### src/hdl/isfu_ram.sv
module isfu_ram #(
    parameter int WIDTH = 64,
    parameter int DEPTH = 64
) (
    input  logic                     aclk,
    input  logic                     we,
    input  logic [$clog2(DEPTH)-1:0] waddr,
    input  logic [WIDTH-1:0]         wdata,
    input  logic                     re,
    input  logic [$clog2(DEPTH)-1:0] raddr,
    output logic [WIDTH-1:0]         rdata
);

    logic [WIDTH-1:0] mem_reg [DEPTH];
    logic [WIDTH-1:0] rdata_reg;

    always_ff @(posedge aclk) begin
        if (we) begin
            mem_reg[waddr] <= wdata;
        end
        if (re) begin
            rdata_reg <= mem_reg[raddr];
        end
    end

    assign rdata = rdata_reg;

endmodule

### config.mk
export PLATFORM = sky130hd
export DESIGN_NAME = isfu_ram
export DESIGN_NICKNAME = d
export VERILOG_FILES = /design/src/hdl/isfu_ram.sv
export SDC_FILE = /design/constraint.sdc
export NUM_CORES = 2
export LEC_CHECK = 0
export BUFFER_PORTS_ARGS = -buffer_cell sky130_fd_sc_hd__clkbuf_2
export CAP_MARGIN = 20
export CORE_MARGIN = 5
export CORE_UTILIZATION = 45
export DETAILED_ROUTE_END_ITERATION = 8
export SLEW_MARGIN = 20
export SYNTH_ARGS = -nofsm -noshare
export SYNTH_HDL_FRONTEND = slang
export SYNTH_SLANG_ARGS = --single-unit
### constraint.sdc
create_clock -name aclk -period 6.75 [get_ports aclk]
set_input_delay 0.3375 -clock aclk [delete_from_list [all_inputs] [get_ports aclk]]
set_output_delay 0.3375 -clock aclk [all_outputs]
set_load 0.01 [all_outputs]
# Word-level counts from Yosys, hierarchy flattened
# Memory sizes are Yosys's and may differ from the RTL's. A register that Yosys moved wholly into a read port is not among the register bits.
# Cells that the tools add are included.
# word_totals
mem_bits_rw	4096
out_inout_bits	64
memories	1
regBits	0
wordCells	3
inputBits	79
# memory_table
name	depth	width	read_ports	rd_ports_with_merged_regs	wr	line	text
mem_reg	64	64	1	1	1	14	logic [WIDTH-1:0] mem_reg [DEPTH];
# op_classes
mux	2
# op_table
operator	n
2-to-1 mux 1 bit	2

# Depth between registers and ports, before layout
# logic_depth
depth_word	2
depth_mapped	9
ltp_nobuf	5

# Worst setup path after synthesis
# Ideal clock, no wire load.
# synth_timing
path_kind	input -> register
from	in waddr[3]
to	mem mem_reg[48][0] (enable)
path_buffers	1
setup_ps	564
stages	4
t_arrival_ps	5209
path_slack_ps	977
required_time_ps	6186
cell_sequence	clkbuf_1 nor2b_1 nand4b_1 nor3_1
# synth_lines
item	line	text
start: declaration	7	input logic [$clog2(DEPTH)-1:0] waddr,
end: declaration	14	
# No word-level cell before the write port.

==> impl_metrics.env <==
export IMPL_status="completed"
export IMPL_grtUsageMet3_pct=3.72
export IMPL_syn_inst=6598
export IMPL_cts_htree_levels=5
export IMPL_dieArea_um2=361000
export IMPL_finalHoldViolations=0
export IMPL_fin_area_um2=178000
export IMPL_ant_nets=0
export IMPL_timing_final_crit_share_pct=45.0
export IMPL_finalSetupViolations=0
export IMPL_cp_required_ps=7390
export IMPL_drv_slew=0
export IMPL_viasPerCell=6.34
export IMPL_gr_usage_met1_pct=34.1
export IMPL_critical_path_class="in -> reg"
export IMPL_instances_no_fill=11916
export IMPL_syn_nets=6677
export IMPL_ys_seq_area_share_pct=79.6
export IMPL_drt_iter0_markers=9883
export IMPL_r2r_start="mem_reg[51][38]$_DFFE_PP_"
export IMPL_synth_top_family_by_area="multiplexers"
export IMPL_start_kind="input pin"
export IMPL_vias=75544
export IMPL_antenna_found_initial=32
export IMPL_synthToLayoutAreaGrowth_pct=13.2
export IMPL_critPathCaptureType="flop"
export IMPL_yosys_top_cells_area="edfxtp_1 (80%), mux4_2 (15%), mux2i_1 (0.86%), a22oi_1 (0.80%), buf_2 (0.54%)"
export IMPL_clock_path_buffers=4
export IMPL_synth_edf_count=4160
export IMPL_fin_setup_tns_ps=0
export IMPL_maxCapViolCount=0
export IMPL_synth_xor_xnor_area_share_pct=0
export IMPL_synth_top_area_cell="edfxtp_1"
export IMPL_grt_setup_unrepaired="no"
export IMPL_multiInputGateArea_um2=30800
export IMPL_drt_pass1_iterations=6
export IMPL_yosysWarnings=0
export IMPL_grt_remaining_overflow=0
export IMPL_io_pins=143
export IMPL_p_per_area_nw_per_um2=302
export IMPL_grt_busiest_layer="met2"
export IMPL_clock_root_buffer="clkbuf_16"
export IMPL_grtUsageMet2_pct=39.0
export IMPL_post_route_drc_count=0
export IMPL_synthAdderAreaFrac_pct=0
export IMPL_wirelength_mm=437
export IMPL_clk_latency_ps=990
export IMPL_fin_util_pct=51.3
export IMPL_fp_coreArea_um2=347000
export IMPL_dpl_hpwl_mm=226
export IMPL_synth_simple_area_share_pct=1.23
export IMPL_placementRows=216
export IMPL_synth_async_reset_ratio_pct=0
export IMPL_grt_pass1_vias=76180
export IMPL_synthMuxAreaShare_pct=15.6
export IMPL_cts_buffers=415
export IMPL_grt_max_degree=133
export IMPL_cts_sinks=4160
export IMPL_p_leak_uw=0.0550
export IMPL_dpl_instance_area_um2=164000
export IMPL_final_nets=7082
export IMPL_synth_top_area_share_pct=79.6
export IMPL_layout_drive_gt1_share_pct=28.0
export IMPL_synth_seq_cells=4160
export IMPL_synth_compound_area_share_pct=2.47
export IMPL_die_h_um=601
export IMPL_synth_flop_cell="edfxtp_1"
export IMPL_fin_crit_ps=3040
export IMPL_largest_reg_flops=4096
export IMPL_wire_per_inst_um=36.7
export IMPL_syn_area_um2=157000
export IMPL_placed_cells=11139
export IMPL_cts_tree="yes"
export IMPL_holdPathStages=1
export IMPL_globalplace_congestion=0.766
export IMPL_cp_max_fo=32
export IMPL_whs_endpoint="mem_reg[17][33]$_DFFE_PP_"
export IMPL_max_freq_ghz=0.329
export IMPL_seq_area_um2=125000
export IMPL_die_w_um=601
export IMPL_portBuffers=142
export IMPL_syn_area_per_cell_um2=23.8
export IMPL_timing_slew_headroom_pct=19.5
export IMPL_tightestPinTransition_ps=1210
export IMPL_reg2reg_to="rdata[38]$_DFFE_PP_"
export IMPL_grt_pass1_wl_mm=611
export IMPL_worstPathArrival_ps=3680
export IMPL_fin_worst_skew_ps=63.1
export IMPL_hp_class="in -> reg"
export IMPL_r2r_slack_ps=4370
export IMPL_reg2reg_depth=5
export IMPL_grt_use_total_pct=23.9
export IMPL_peakVddDrop_mv=0.244
export IMPL_num_fill_cells=26692
export IMPL_cts_reportedPaths_clkPinSlew_ps=60
export IMPL_synth_cell_types=32
export IMPL_initial_core_util_pct=45.3
export IMPL_min_delay_start="wdata[33]"
cell type report:
cell class / instances / area share, %
Clock inverter: 246 / 1.26
Clock buffer: 498 / 6.13
Sequential cell: 4160 / 70.3
Tap cell: 4578 / 3.22
Multi-Input combinational cell: 2049 / 17.3
Inverter: 19 / 0.0401
Timing Repair Buffer: 358 / 1.73
Antenna cell: 8 / 0.0113
metrics by stage:
step / worst slack [ps] / hold slack [ps] / power (uW)
after floorplan: 977 / 436 / 30600
after detailed placement: 2670 / 658 / 31700
after CTS: 3660 / 111 / 54000
final: 3710 / 74.6 / 53600
after global placement: 2690 / 663 / 31700
after global routing: 3610 / 104 / 55200
per-layer routing:
metal  share of wire, %  wire length (um)
met5              0.030               132
met1                 40            173000
met2                 49            215000
met4                2.8             12300
met3                8.5             37100
worst max-delay path: stages:
cell and delay (ps):
clkbuf_2 540, nor2b_4 980, buf_4 710, a22oi_1 210, and3_1 220, a211oi_1 570
cell usage in the layout, fill, tap and decap left out, types with 63 or more instances in the layout:
master / netlist / layout
clkinv_2: 0 / 84
mux2i_1: 135 / 135
clkbuf_2: 0 / 85
a22oi_1: 168 / 168
edfxtp_1: 4160 / 4160
clkbuf_16: 0 / 424
a22o_1: 88 / 88
nor2_4: 0 / 65
clkinv_1: 0 / 88
o22ai_1: 83 / 83
a211oi_1: 63 / 63
buf_4: 34 / 153
mux4_2: 1024 / 1024
clkbuf_1: 140 / 74
and3_1: 64 / 64
synth_stat cells (2+ instances only):
cell	number
edfxtp_1	4160
o22ai_1	83
a41oi_1	26
mux2i_1	135
nand2b_1	11
buf_4	34
nand2_1	58
nor2b_1	28
and3_1	64
and2_1	3
mux4_2	1024
buf_6	6
a22o_1	88
a211oi_1	63
buf_1	20
nand4_1	2
or3_1	29
buf_2	170
nor2_1	112
clkbuf_1	140
nor3_1	2
a22oi_1	168
a2bb2oi_1	19
inv_1	19
o221ai_1	38
nand3_1	45
or2_2	28
a31oi_1	18
nand3b_1	2
power by group:
group	switching, uW	total (uW)	internal, uW
combinational	1510	2390	882
sequential	119	28800	28700
clock	9700	22400	12700
total	11300	53600	42300
kinds of logic after synthesis:
family | Yosys count
compound gates | 504
flops | 4160
mux | 1159
simple gates | 386
buf+inv | 389
how the worst max path moves through the flow:
stage	slack [ps]	endpoint	from
global placement	2690	rdata[38]$_DFFE_PP_	raddr[0]
CTS	3660	rdata[38]$_DFFE_PP_	raddr[3]
global route	3610	rdata[38]$_DFFE_PP_	raddr[0]
floorplan	980	mem_reg[48][0]$_DFFE_PP_	waddr[3]
detailed placement	2670	rdata[38]$_DFFE_PP_	raddr[3]
finish	3710	rdata[38]$_DFFE_PP_	raddr[3]
repair_timing:
item | in CTS | in global routing
hold endpoints to repair | 252 | 450
buffers inserted | 0 | 0
hold buffers | 8 | 12
resized for setup | 0 | 0
No activity file was read; power rests on OpenSTA's default activity.
